==> config.mk <==
export PLATFORM = sky130hd
export DESIGN_NAME = next_lexicographic_permutation_top
export DESIGN_NICKNAME = d
export VERILOG_FILES = /design/src/hdl/nlp_pkg.sv /design/src/hdl/nlp_ctrl.sv /design/src/hdl/nlp_dpath.sv /design/src/hdl/next_lexicographic_permutation_top.sv
export SDC_FILE = /design/constraint.sdc
export NUM_CORES = 1
export LEC_CHECK = 0
export BUFFER_PORTS_ARGS = -buffer_cell sky130_fd_sc_hd__clkbuf_2
export CAP_MARGIN = 25
export CORE_MARGIN = 8
export CORE_UTILIZATION = 40
export CTS_BUF_LIST = sky130_fd_sc_hd__clkbuf_4
export CTS_CLUSTER_DIAMETER = 60
export DETAILED_ROUTE_END_ITERATION = 8
export MAX_ROUTING_LAYER = met4
export PLACE_DENSITY = 0.56
export SYNTH_ARGS = -nofsm -noshare
export SYNTH_HDL_FRONTEND = slang
export SYNTH_SLANG_ARGS = --single-unit
==> constraint.sdc <==
create_clock -name clk -period 9.5 [get_ports clk]
set_input_delay 1.9 -clock clk [delete_from_list [all_inputs] [get_ports clk]]
set_output_delay 1.9 -clock clk [all_outputs]
set_load 0.02 [all_outputs]
==> src/hdl/nlp_pkg.sv <==
`timescale 1ns / 1ps

package nlp_pkg;

	// operation codes on the func field
	localparam logic [1:0] FUNC_LOAD = 2'd0;
	localparam logic [1:0] FUNC_ADV  = 2'd1;
	localparam logic [1:0] FUNC_READ = 2'd2;
	localparam logic [1:0] FUNC_NONE = 2'd3;

	// result kinds
	localparam logic KIND_STATUS = 1'b0;
	localparam logic KIND_DATA   = 1'b1;

	// commands from the controller to the datapath
	typedef struct packed {
		logic load_wr;
		logic rd_issue;
		logic adv_start;
		logic scan;
		logic s1_cmp;
		logic s2_init;
		logic s2_cmp;
		logic wr_k;
		logic wr_l;
		logic rv_rd_lo;
		logic rv_rd_hi;
		logic rv_wr_lo;
		logic rv_wr_hi;
		logic post_rd;
		logic post_adv;
	} cmd_t;

	// status from the datapath to the controller
	typedef struct packed {
		logic n_lt2;
		logic scan_done;
		logic found_any;
		logic rv_first;
		logic rv_more2;
		logic out_free;
	} sts_t;

endpackage

==> src/hdl/nlp_ctrl.sv <==
`timescale 1ns / 1ps

module nlp_ctrl import nlp_pkg::*; (
	input  logic       clk,
	input  logic       arst_n,
	input  logic       in_valid,
	input  logic [1:0] func,
	input  sts_t       sts,
	output logic       in_stall,
	output cmd_t       cmd
);

	typedef enum logic [11:0] {
		ST_IDLE     = 12'b000000000001,
		ST_S1       = 12'b000000000010,
		ST_S2_INIT  = 12'b000000000100,
		ST_S2       = 12'b000000001000,
		ST_SWK      = 12'b000000010000,
		ST_SWL      = 12'b000000100000,
		ST_RV_A     = 12'b000001000000,
		ST_RV_B     = 12'b000010000000,
		ST_RV_C     = 12'b000100000000,
		ST_RV_D     = 12'b001000000000,
		ST_POST_RD  = 12'b010000000000,
		ST_POST_ADV = 12'b100000000000
	} state_t;

	state_t state_q, state_d;
	logic   accept;

	// new beats are taken only between operations
	assign in_stall = (state_q != ST_IDLE);
	assign accept   = in_valid & ~in_stall;

	// next state and commands
	always_comb begin
		state_d = state_q;
		cmd     = '0;
		case (state_q)
			ST_IDLE: begin
				if (accept) begin
					case (func)
						FUNC_LOAD: cmd.load_wr = 1'b1;
						FUNC_READ: begin
							cmd.rd_issue = 1'b1;
							state_d      = ST_POST_RD;
						end
						FUNC_ADV: begin
							cmd.adv_start = 1'b1;
							state_d       = sts.n_lt2 ? ST_POST_ADV : ST_S1;
						end
						default: state_d = ST_IDLE;
					endcase
				end
			end
			ST_S1: begin
				cmd.scan   = 1'b1;
				cmd.s1_cmp = 1'b1;
				if (sts.scan_done) begin
					state_d = sts.found_any ? ST_S2_INIT : ST_POST_ADV;
				end
			end
			ST_S2_INIT: begin
				cmd.s2_init = 1'b1;
				state_d     = ST_S2;
			end
			ST_S2: begin
				cmd.scan   = 1'b1;
				cmd.s2_cmp = 1'b1;
				if (sts.scan_done) begin
					state_d = ST_SWK;
				end
			end
			ST_SWK: begin
				cmd.wr_k = 1'b1;
				state_d  = ST_SWL;
			end
			ST_SWL: begin
				cmd.wr_l = 1'b1;
				state_d  = sts.rv_first ? ST_RV_A : ST_POST_ADV;
			end
			ST_RV_A: begin
				cmd.rv_rd_lo = 1'b1;
				state_d      = ST_RV_B;
			end
			ST_RV_B: begin
				cmd.rv_rd_hi = 1'b1;
				state_d      = ST_RV_C;
			end
			ST_RV_C: begin
				cmd.rv_wr_lo = 1'b1;
				state_d      = ST_RV_D;
			end
			ST_RV_D: begin
				// also reads the next low key, which is used when another pair remains
				cmd.rv_wr_hi = 1'b1;
				state_d      = sts.rv_more2 ? ST_RV_B : ST_POST_ADV;
			end
			ST_POST_RD: begin
				if (sts.out_free) begin
					cmd.post_rd = 1'b1;
					state_d     = ST_IDLE;
				end
			end
			ST_POST_ADV: begin
				if (sts.out_free) begin
					cmd.post_adv = 1'b1;
					state_d      = ST_IDLE;
				end
			end
			default: state_d = ST_IDLE;
		endcase
	end

	// state register
	always_ff @(posedge clk or negedge arst_n) begin
		if (!arst_n) begin
			state_q <= ST_IDLE;
		end else begin
			state_q <= state_d;
		end
	end

endmodule

==> src/hdl/nlp_dpath.sv <==
`timescale 1ns / 1ps

module nlp_dpath import nlp_pkg::*; #(
	parameter int MAX_ELEMENTS = 8,
	parameter int KEY_BITS     = 64
) (
	input  logic        clk,
	input  logic        arst_n,
	input  logic        cfg_wr_en,
	input  logic [3:0]  cfg_wr_data,
	input  logic [2:0]  slot,
	input  logic [63:0] key_in,
	input  logic        out_stall,
	input  cmd_t        cmd,
	output sts_t        sts,
	output logic        out_valid,
	output logic        result_kind,
	output logic        advanced,
	output logic [63:0] key_out
);

	localparam int            IW       = $clog2(MAX_ELEMENTS);
	localparam logic [IW-1:0] LAST_MAX = IW'(MAX_ELEMENTS - 1);

	// key store
	logic [KEY_BITS-1:0] mem [MAX_ELEMENTS];
	logic [KEY_BITS-1:0] rdata_q;
	logic [KEY_BITS-1:0] wdata;
	logic [IW-1:0]       raddr, waddr;
	logic                re, we;

	logic [3:0]          count_q;
	logic                slot_ok, slot_ok_q;
	logic [IW-1:0]       slot_idx, last_n, last_q;
	logic [IW-1:0]       ptr_q, ridx_s1, k_q, l_q, lo_q, hi_q;
	logic                rvld_s1, iss_done_q, issue;
	logic [KEY_BITS-1:0] prev_q, kkey_q, lkey_q, tmp_q;
	logic                found_q, hit1, hit2;
	logic                out_vld_q, out_kind_q, out_adv_q;
	logic [63:0]         out_key_q;

	// slot decode and effective length
	assign slot_ok  = (int'(slot) < MAX_ELEMENTS);
	assign slot_idx = IW'(slot);
	assign last_n   = (int'(count_q) > MAX_ELEMENTS) ? LAST_MAX : IW'(int'(count_q) - 1);

	// scan read issue
	assign issue = cmd.scan & ~iss_done_q;

	// read port address
	always_comb begin
		re    = cmd.rd_issue | issue | cmd.rv_rd_lo | cmd.rv_rd_hi | cmd.rv_wr_hi;
		raddr = ptr_q;
		if (cmd.rd_issue) begin
			raddr = slot_idx;
		end else if (cmd.rv_rd_lo) begin
			raddr = lo_q;
		end else if (cmd.rv_rd_hi) begin
			raddr = hi_q;
		end else if (cmd.rv_wr_hi) begin
			raddr = lo_q + 1'b1;
		end
	end

	// write port
	always_comb begin
		we    = 1'b0;
		waddr = slot_idx;
		wdata = key_in[KEY_BITS-1:0];
		if (cmd.load_wr) begin
			we = slot_ok;
		end else if (cmd.wr_k) begin
			we    = 1'b1;
			waddr = k_q;
			wdata = lkey_q;
		end else if (cmd.wr_l) begin
			we    = 1'b1;
			waddr = l_q;
			wdata = kkey_q;
		end else if (cmd.rv_wr_lo) begin
			we    = 1'b1;
			waddr = lo_q;
			wdata = rdata_q;
		end else if (cmd.rv_wr_hi) begin
			we    = 1'b1;
			waddr = hi_q;
			wdata = tmp_q;
		end
	end

	always_ff @(posedge clk) begin
		if (we) begin
			mem[waddr] <= wdata;
		end
		if (re) begin
			rdata_q <= mem[raddr];
		end
	end

	// ascent search and successor search compares
	assign hit1 = cmd.s1_cmp & rvld_s1 & (ridx_s1 != '0) & (prev_q < rdata_q);
	assign hit2 = cmd.s2_cmp & rvld_s1 & (rdata_q > kkey_q);

	// datapath registers
	always_ff @(posedge clk) begin
		if (cmd.rd_issue) begin
			slot_ok_q <= slot_ok;
		end
		if (cmd.adv_start) begin
			found_q <= 1'b0;
			last_q  <= last_n;
			ptr_q   <= '0;
		end
		if (issue) begin
			ridx_s1 <= ptr_q;
			if (ptr_q != last_q) begin
				ptr_q <= ptr_q + 1'b1;
			end
		end
		if (cmd.s1_cmp & rvld_s1) begin
			prev_q <= rdata_q;
		end
		if (hit1) begin
			k_q     <= ridx_s1 - 1'b1;
			kkey_q  <= prev_q;
			found_q <= 1'b1;
		end
		if (cmd.s2_init) begin
			ptr_q <= k_q + 1'b1;
		end
		if (hit2) begin
			l_q    <= ridx_s1;
			lkey_q <= rdata_q;
		end
		if (cmd.wr_l) begin
			lo_q <= k_q + 1'b1;
			hi_q <= last_q;
		end
		if (cmd.rv_rd_hi) begin
			tmp_q <= rdata_q;
		end
		if (cmd.rv_wr_hi) begin
			lo_q <= lo_q + 1'b1;
			hi_q <= hi_q - 1'b1;
		end
		// result beat payload
		if (cmd.post_rd) begin
			out_kind_q <= KIND_DATA;
			out_adv_q  <= 1'b0;
			out_key_q  <= slot_ok_q ? 64'(rdata_q) : '0;
		end else if (cmd.post_adv) begin
			out_kind_q <= KIND_STATUS;
			out_adv_q  <= found_q;
			out_key_q  <= '0;
		end
	end

	// control registers
	always_ff @(posedge clk or negedge arst_n) begin
		if (!arst_n) begin
			count_q    <= '0;
			iss_done_q <= 1'b0;
			rvld_s1    <= 1'b0;
			out_vld_q  <= 1'b0;
		end else begin
			if (cfg_wr_en) begin
				count_q <= cfg_wr_data;
			end
			if (cmd.adv_start | cmd.s2_init) begin
				iss_done_q <= 1'b0;
			end else if (issue && ptr_q == last_q) begin
				iss_done_q <= 1'b1;
			end
			rvld_s1 <= issue;
			if (cmd.post_rd | cmd.post_adv) begin
				out_vld_q <= 1'b1;
			end else if (out_vld_q && !out_stall) begin
				out_vld_q <= 1'b0;
			end
		end
	end

	// status
	assign sts.n_lt2     = (count_q < 4'd2);
	assign sts.scan_done = rvld_s1 & (ridx_s1 == last_q);
	assign sts.found_any = found_q | hit1;
	assign sts.rv_first  = (int'(k_q) + 1 < int'(last_q));
	assign sts.rv_more2  = (int'(lo_q) + 2 < int'(hi_q));
	assign sts.out_free  = ~out_vld_q | ~out_stall;

	assign out_valid   = out_vld_q;
	assign result_kind = out_kind_q;
	assign advanced    = out_adv_q;
	assign key_out     = out_key_q;

endmodule

==> src/hdl/next_lexicographic_permutation_top.sv <==
`timescale 1ns / 1ps
// Next lexicographic permutation over a small key store.
// Input channel (in_valid/in_stall, fields func, slot, key_in): a beat is taken
// when in_valid is high and in_stall low. func load writes key_in to a slot,
// read returns the stored key, advance permutes the first element_count keys.
// Output channel (out_valid/out_stall, fields result_kind, advanced, key_out):
// one beat per read or advance, none for a load or an unused code.
// element_count is written through cfg_wr_en/cfg_wr_data while idle; the block
// does not enforce this, the user must. A load is done at its accept edge; a
// read reads the store at accept and raises out_valid after its post step. An
// advance runs on the single-read, single-write store: an ascent scan for k, a
// setup step, a successor scan, two swap writes, a low read, then a high read,
// low write and high write per reversed pair, then a post step; no ascent posts
// after the first scan, n below 2 posts at once. One operation is in flight at a
// time; in_stall is high while it runs, so the next beat is taken the cycle
// after the post at the earliest. The result sits in an output register, so a
// new beat is taken while an old result waits; a stalled receiver only holds a
// finished operation in its post step. Reset clears element_count and all
// control state; store contents are undefined until loaded.
module next_lexicographic_permutation_top import nlp_pkg::*; #(
	parameter int MAX_ELEMENTS = 8,
	parameter int KEY_BITS     = 64
) (
	input  logic        clk,
	input  logic        arst_n,
	input  logic        cfg_wr_en,
	input  logic [3:0]  cfg_wr_data,
	input  logic        in_valid,
	output logic        in_stall,
	input  logic [1:0]  func,
	input  logic [2:0]  slot,
	input  logic [63:0] key_in,
	output logic        out_valid,
	input  logic        out_stall,
	output logic        result_kind,
	output logic        advanced,
	output logic [63:0] key_out
);

	cmd_t cmd;
	sts_t sts;

	// sequencer
	nlp_ctrl u_ctrl (
		.clk      (clk),
		.arst_n   (arst_n),
		.in_valid (in_valid),
		.func     (func),
		.sts      (sts),
		.in_stall (in_stall),
		.cmd      (cmd)
	);

	// key store and compare logic
	nlp_dpath #(
		.MAX_ELEMENTS (MAX_ELEMENTS),
		.KEY_BITS     (KEY_BITS)
	) u_dpath (
		.clk         (clk),
		.arst_n      (arst_n),
		.cfg_wr_en   (cfg_wr_en),
		.cfg_wr_data (cfg_wr_data),
		.slot        (slot),
		.key_in      (key_in),
		.out_stall   (out_stall),
		.cmd         (cmd),
		.sts         (sts),
		.out_valid   (out_valid),
		.result_kind (result_kind),
		.advanced    (advanced),
		.key_out     (key_out)
	);

`ifndef ASSERT_OFF
	// the two swap writes always come back to back
	a_swap_pair: assert property (@(posedge clk) disable iff (!arst_n)
		cmd.wr_k |=> cmd.wr_l)
		else $error("swap of k and l not completed");

	// an accepted advance holds off the next beat
	a_adv_busy: assert property (@(posedge clk) disable iff (!arst_n)
		(in_valid && !in_stall && func == FUNC_ADV) |=> in_stall)
		else $error("input taken during advance");

	// low reverse write follows the high reverse read and writes the key it read
	a_rv_order: assert property (@(posedge clk) disable iff (!arst_n)
		cmd.rv_wr_lo |-> $past(cmd.rv_rd_hi))
		else $error("reverse write out of order");

	// a result beat appears only after a post command
	a_out_src: assert property (@(posedge clk) disable iff (!arst_n)
		$rose(out_valid) |-> $past(cmd.post_rd || cmd.post_adv))
		else $error("result beat without post");
`endif

endmodule

==> results of run 1 <==
-- flip-flops by register name (all words and copies together), names as in the netlist, 4 cells and up --
name,count
u_dpath.mem,512
u_dpath.key_out,64
u_dpath.count_q,4
u_dpath.rdata_q,64
u_dpath.lkey_q,64
u_dpath.kkey_q,64
u_dpath.prev_q,64
u_dpath.tmp_q,64
u_ctrl.state_q,12
-- cells in the mapped netlist, types with 6 or more instances --
library cell and count:
nand4_1 33, nand3_1 17, xnor2_1 6, inv_1 158
a221oi_1 7, mux2i_1 196, nor2_1 113, ha_1 141
a32o_1 64, edfxtp_1 914, a31oi_1 9, buf_4 7
nor2b_1 9, a211oi_1 136, dfxtp_1 6, and2_1 64
xor2_1 6, clkbuf_1 98, nand2b_1 12, nor3_1 18
a21oi_1 108, a21o_1 17, o21ai_0 95, nand2_1 237
dfrtp_1 18, a211oi_2 60, o31ai_1 8, nor4_1 74
a2111oi_0 8, buf_2 40, o21ai_1 6
-- cells by family (layout without fill, tap and decap cells) --
logic type | count (synthesis) | in the layout | share of synthesized area
compound gates | 557 | 557 | 0.104
xor+xnor | 12 | 12 | 0.00261
fa+ha+maj | 142 | 142 | 0.0442
buf+inv | 312 | 789 | 0.0315
flops | 939 | 939 | 0.695
mux | 199 | 199 | 0.0495
other cells | 0 | 3 | 0
simple gates | 608 | 608 | 0.0729
-- final cells by class --
type,count,area (sq um),area share
antenna,3,7.51,0.000165
timing repair buffer,196,1120,0.0246
inverter,160,603,0.0132
clock buffer,334,2510,0.0550
multi-input combinational,1518,11200,0.246
tap,1298,1620,0.0356
sequential,939,28000,0.615
clock inverter,99,478,0.0105
-- stage by stage --
| stage | hold slack [ns] | util | instances |
|---|---|---|---|
| floorplan | 0.417 | - | 2769 |
| global placement | 0.434 | 0.426 | 4107 |
| detailed placement | 0.432 | 0.426 | 4108 |
| CTS | 0.378 | 0.455 | 4541 |
| global route | 0.389 | 0.456 | 4546 |
| finish | 0.378 | 0.456 | 4547 |
-- worst reg2reg max path: cells and delay by family, from the launching register on --
family	cells	cell delay, ns
simple gates	5	2.06
buf+inv	2	1.49
compound gates	2	0.94
flops	1	0.62
-- power breakdown --
part / internal, uW / switching [uW] / total, uW
registers: 4810 / 155 / 4960
logic: 682 / 1380 / 2060
clock network: 1670 / 1670 / 3330
-- layer usage --
| metal | vias to the layer above | wire length [um] | track usage |
|---|---|---|---|
| met5 | - | 0 | - |
| met4 | 0 | 2460 | 0.0641 |
| met3 | 170 | 7440 | 0.0435 |
| met2 | 873 | 52200 | 0.316 |
| met1 | 12700 | 50100 | 0.271 |
| li1 | 11400 | - | - |
-- path summary, 6_finish.rpt --
path                                       to  slack, ns  cells past startpoint
setup / recovery           u_dpath.mem[1][44]       3.93                      9
hold / removal             u_dpath.kkey_q[43]       0.38                      0
setup reg to reg           u_dpath.mem[1][44]       3.93                      9
hold reg to reg            u_dpath.kkey_q[43]       0.38                      0
max in group asynchronous  u_ctrl.state_q[11]       8.31                      1
min in group asynchronous  u_dpath.count_q[0]       0.79                      1
==> flow_summary.yaml, run 1 <==
setup_path:
  endpoint_kind: "register"
  rr_startpoint: "u_ctrl.state_q[11]"
  cp_slowest_cell: "nor2_4"
  startpoint_type: "register"
  worstSetupPathType: "reg -> reg"
  critical_path.cell_chain: "nor4_1 > nand2_1 > nor4_2 > buf_4 > a2111oi_0 > a221oi_1 > nand2b_1 > nor2_4 > buf_4"
  arrival_ns: 6.23
  crit_fanout: 72
  path_common_cell: "buf_4"
  critPathMaxStageDelay_ns: 0.79
  path_buf_inv: 2
  crit_family: "simple AND/OR/NAND/NOR gates"
  startpoint: "u_ctrl.state_q[11]"
  worst_ep_required_time_ns: 10.16
route:
  drt-wirelength-per-cell_um: 24.7
  drc_errors: 0
  drt-initial-drc-count: 1752
  first_pass_iters: 7
  wirelength_mm: 112
  via_per_inst: 5.53
  dr_total_vias: 25200
  antenna_left: 0
finish:
  final_common_cell: "edfxtp_1"
  nets: 3276
  fin_area_sq_mm: 0.0456
  area_growth_pct: 13.0
  final_cell_mix: "edfxtp_1, clkbuf_4, nand2_1"
  drive_above_1_share: 0.204
  n_fill_cell: 8792
sta:
  rsz0062_at_grt: "no"
  max_freq_mhz: 180
  setup_tns_ns: 0
  drv_slew: 0
  hold_viol: 0
  worst_slew_pin_slew_ns: 1.26
  fin_crit_ns: 5.57
  setup_violations: 0
  worst_slack_ns: 3.93
  skew_ns: 0.0981
  finalCritPeriodShare: 0.586
  relSlewSlack: 0.158
place:
  placed_cell_area_sq_mm: 0.0426
  place_congestion: 0.879
  dpl.hpwl_mm: 67.0
  pre_cts_ws_ns: 3.89
  numPortBuffers: 145
logic_synthesis:
  seq_area_frac_synth: 0.695
  synthesis.nets: 2989
  synth_cells: 2769
  yosysTopAreaCell: "edfxtp_1"
  avgSynthCellArea_sq_um: 14.6
  synth_edf_count: 914
  ys_top_cells_by_area: "edfxtp_1, mux2i_1, ha_1"
  synth_top_area_share: 0.680
  synth-seq-cells: 939
  synth_area_sq_mm: 0.0403
  synth.distinct_cells: 76
  yosysWarnings: 0
  async_flop_share: 0.0202
  synthFlopType: "edfxtp_1"
clocking:
  cts_hold_buf: 0
  cts_tree: "done"
  cts_sinks: 939
  cts_max_level: 4
  clockRootBuffer: "clkbuf_4"
  postCtsSetupBuffers: 0
  clk_transition_reported_paths_ns: 0.07
  insertion_delay_ns: 1.13
  cts_buffer_depth: 3
  cts_buffers: 241
  ctsResizeCount: 0
global_route:
  grt_util_all_layers: 0.204
  grt_max_degree: 80
  grt_antenna_before_repair: 4
  grt_pass1_vias: 26100
  grt_pass1_wl_mm: 167
  grt-ovfl-total: 0
pwr:
  total_power_uw: 10400
  p_leak_uw: 0.0158
  peakVddDrop_mv: 0.103
  powerDensity_mw_per_mm2: 227
die:
  dieArea_sq_mm: 0.111
  rows: 116
  start_util: 0.403
  core_area_sq_mm: 0.100
  die_height_um: 334
  fp.dieW_um: 334
  ios: 146
min_path:
  hp-start: "u_dpath.prev_q[43]"
  hp-class: "reg -> reg"
outcome:
  status: "finished, final reports clean"
job:
  drv_cap: 0
No activity file was read; power rests on OpenSTA's default activity.
==> run 2: changes to the inputs <==
- ABC_AREA: default -> 1
- PLACE_DENSITY: 0.56 -> 0.58
- clock period: 9.5 -> 4.8 ns (I/O delays scaled with it)
==> flow_summary.yaml, run 2 <==
global_route:
  grt_pass1_wl_mm: 180
  grt_max_degree: 165
  grt_antenna_before_repair: 6
  grt_pass1_vias: 29500
  grt_util_all_layers: 0.208
  grt-ovfl-total: 0
sta:
  skew_ns: 0.0821
  drv_slew: 0
  worst_slew_pin_slew_ns: 1.10
  fin_crit_ns: 4.18
  worst_hold_slack_ns: 0.132
  max_freq_mhz: 239
  finalCritPeriodShare: 0.871
  rsz0062_at_grt: "no"
  hold_viol: 0
  worst_slack_ns: 0.619
  setup_violations: 0
  relSlewSlack: 0.260
logic_synthesis:
  synth_top_area_share: 0.658
  synth.distinct_cells: 50
  avgSynthCellArea_sq_um: 11.0
  async_flop_share: 0.0202
  yosysWarnings: 0
  synthFlopType: "edfxtp_1"
  synth_area_sq_mm: 0.0417
  ys_top_cells_by_area: "edfxtp_1, nand2_1, ha_1"
  synth_edf_count: 914
  synth_cells: 3808
  yosysMostFrequentCell: "nand2_1"
  synth_common_cells: "nand2_1, edfxtp_1, nand3_1"
  seq_area_frac_synth: 0.672
  yosysTopAreaCell: "edfxtp_1"
  synth-seq-cells: 939
  synthesis.nets: 4028
route:
  drc_errors: 0
  first_pass_iters: 6
  dr_total_vias: 29300
  wirelength_mm: 118
  via_per_inst: 5.17
  drt-initial-drc-count: 2631
  antenna_left: 0
  drt-wirelength-per-cell_um: 20.9
min_path:
  hp-class: "in -> reg"
  hp-start: "cfg_wr_en"
clocking:
  insertion_delay_ns: 1.13
  cts_buffers: 274
  cts_buffer_depth: 4
  clockRootBuffer: "clkbuf_4"
  cts_max_level: 5
  clk_transition_reported_paths_ns: 0.07
  cts_tree: "done"
  cts_sinks: 939
  postCtsSetupBuffers: 0
finish:
  final_cell_mix: "nand2_1, edfxtp_1, clkbuf_4"
  largest_reg_flops: 512
  area_growth_pct: 13.8
  n_fill_cell: 9555
  nets: 4342
  regArea_sq_mm: 0.0280
  fin_util: 0.459
  final_common_cell: "nand2_1"
  drive_above_1_share: 0.155
  multi_input_area_sq_mm: 0.0119
  final-instance-count-excl-fill: 5666
  fin_area_sq_mm: 0.0475
  top_register: "u_dpath.mem"
place:
  dpl.cell_count: 5217
  place_congestion: 0.836
  dpl.hpwl_mm: 66.3
  numPortBuffers: 145
  pre_cts_ws_ns: 0.632
  placed_cell_area_sq_mm: 0.0441
die:
  fp.dieW_um: 339
  rows: 118
  ios: 146
  die_height_um: 339
  dieArea_sq_mm: 0.115
  start_util: 0.403
  core_area_sq_mm: 0.103
setup_path:
  startpoint: "u_ctrl.state_q[7]"
  worstSetupPathType: "reg -> reg"
  worst_ep_required_time_ns: 5.56
  endpoint_kind: "register"
  startpoint_type: "register"
  reg2reg_slack_ns: 0.62
  rr_startpoint: "u_ctrl.state_q[7]"
  arrival_ns: 4.94
  crit_fanout: 49
pwr:
  p_leak_uw: 0.0194
  powerDensity_mw_per_mm2: 510
  peakVddDrop_mv: 0.502
outcome:
  status: "finished, final reports clean"
job:
  drv_cap: 0
run 2: cell types whose count changed in the layout (fill, tap and decap cells not counted), moves of 60 or more:
cell and delta:
a211oi_1 -71, a211oi_2 -60, a32o_1 -64, and2_1 -64, mux2i_1 -196, nand2_1 +1200
nand3_1 +266, nor4_1 -66, o21ai_0 +85
run 2: routing by layer:
metal | GRT usage | routed length (um)
met3 | 0.0428 | 8460
met5 | - | 0
met4 | 0.0706 | 2940
met1 | 0.275 | 52700
met2 | 0.319 | 54200
run 2: power breakdown:
part | internal, uW | switching, uW | total (uW)
clock network | 3900 | 3310 | 7210
registers | 9930 | 461 | 10400
logic | 1900 | 4700 | 6600
total | 15700 | 8470 | 24200
run 2: stage by stage:
stage | total power, uW | setup TNS [ns]
floorplan | 15200 | -31.35
global placement | 17100 | 0
detailed placement | 17100 | 0
CTS | 24400 | 0
global route | 25800 | 0
finish | 24200 | 0
run 2: kinds of logic (layout without fill, tap and decap cells):
| kind of cell | after synthesis | count (layout) | synth area share |
|---|---|---|---|
| buffers and inverters | 414 | 887 | 0.0449 |
| adder cells (fa/ha/maj) | 142 | 142 | 0.0428 |
| multiplexers | 1 | 1 | 0.000270 |
| XOR/XNOR | 8 | 8 | 0.00168 |
| AND/OR/NAND/NOR | 1895 | 1895 | 0.183 |
| other | 0 | 5 | 0 |
| AO/OA/AOI/OAI | 409 | 409 | 0.0546 |
| flip-flops | 939 | 939 | 0.672 |
run 2: repair_timing:
item | in CTS | in global routing
hold buffers | 5 | 0
setup endpoints to repair | 0 | 0
gates resized for setup | 0 | 0
hold endpoints to repair | 22 | 0
run 2: worst paths after layout:
kind	depth (start not counted)	end
setup / recovery	12	u_dpath.mem[1][55]
hold / removal	2	u_dpath.count_q[0]
setup reg to reg	12	u_dpath.mem[1][55]
hold reg to reg	0	u_dpath.kkey_q[44]
max in group asynchronous	2	u_ctrl.state_q[0]
min in group asynchronous	2	u_dpath.count_q[0]
run 2: final cells by class:
type / count / area share
repair buffers: 226 / 0.0352
diodes: 5 / 0.000264
clock buffers: 376 / 0.0595
multi-input cells: 2455 / 0.252
well taps: 1380 / 0.0364
clock inverters: 59 / 0.00809
inverters: 226 / 0.0180
flip-flops and latches: 939 / 0.591
run 2: critical path: stages (launching register included):
cell and delay, ns:
dfrtp_1 0.43, nor2_4 0.14, nand2_2 0.10, nor2_4 0.21
nand2_4 0.23, buf_4 0.33, inv_2 0.10, buf_4 0.29
buf_4 0.79, nand2_1 0.11, a21oi_1 0.17, a211oi_1 0.06
o21ai_0 0.77
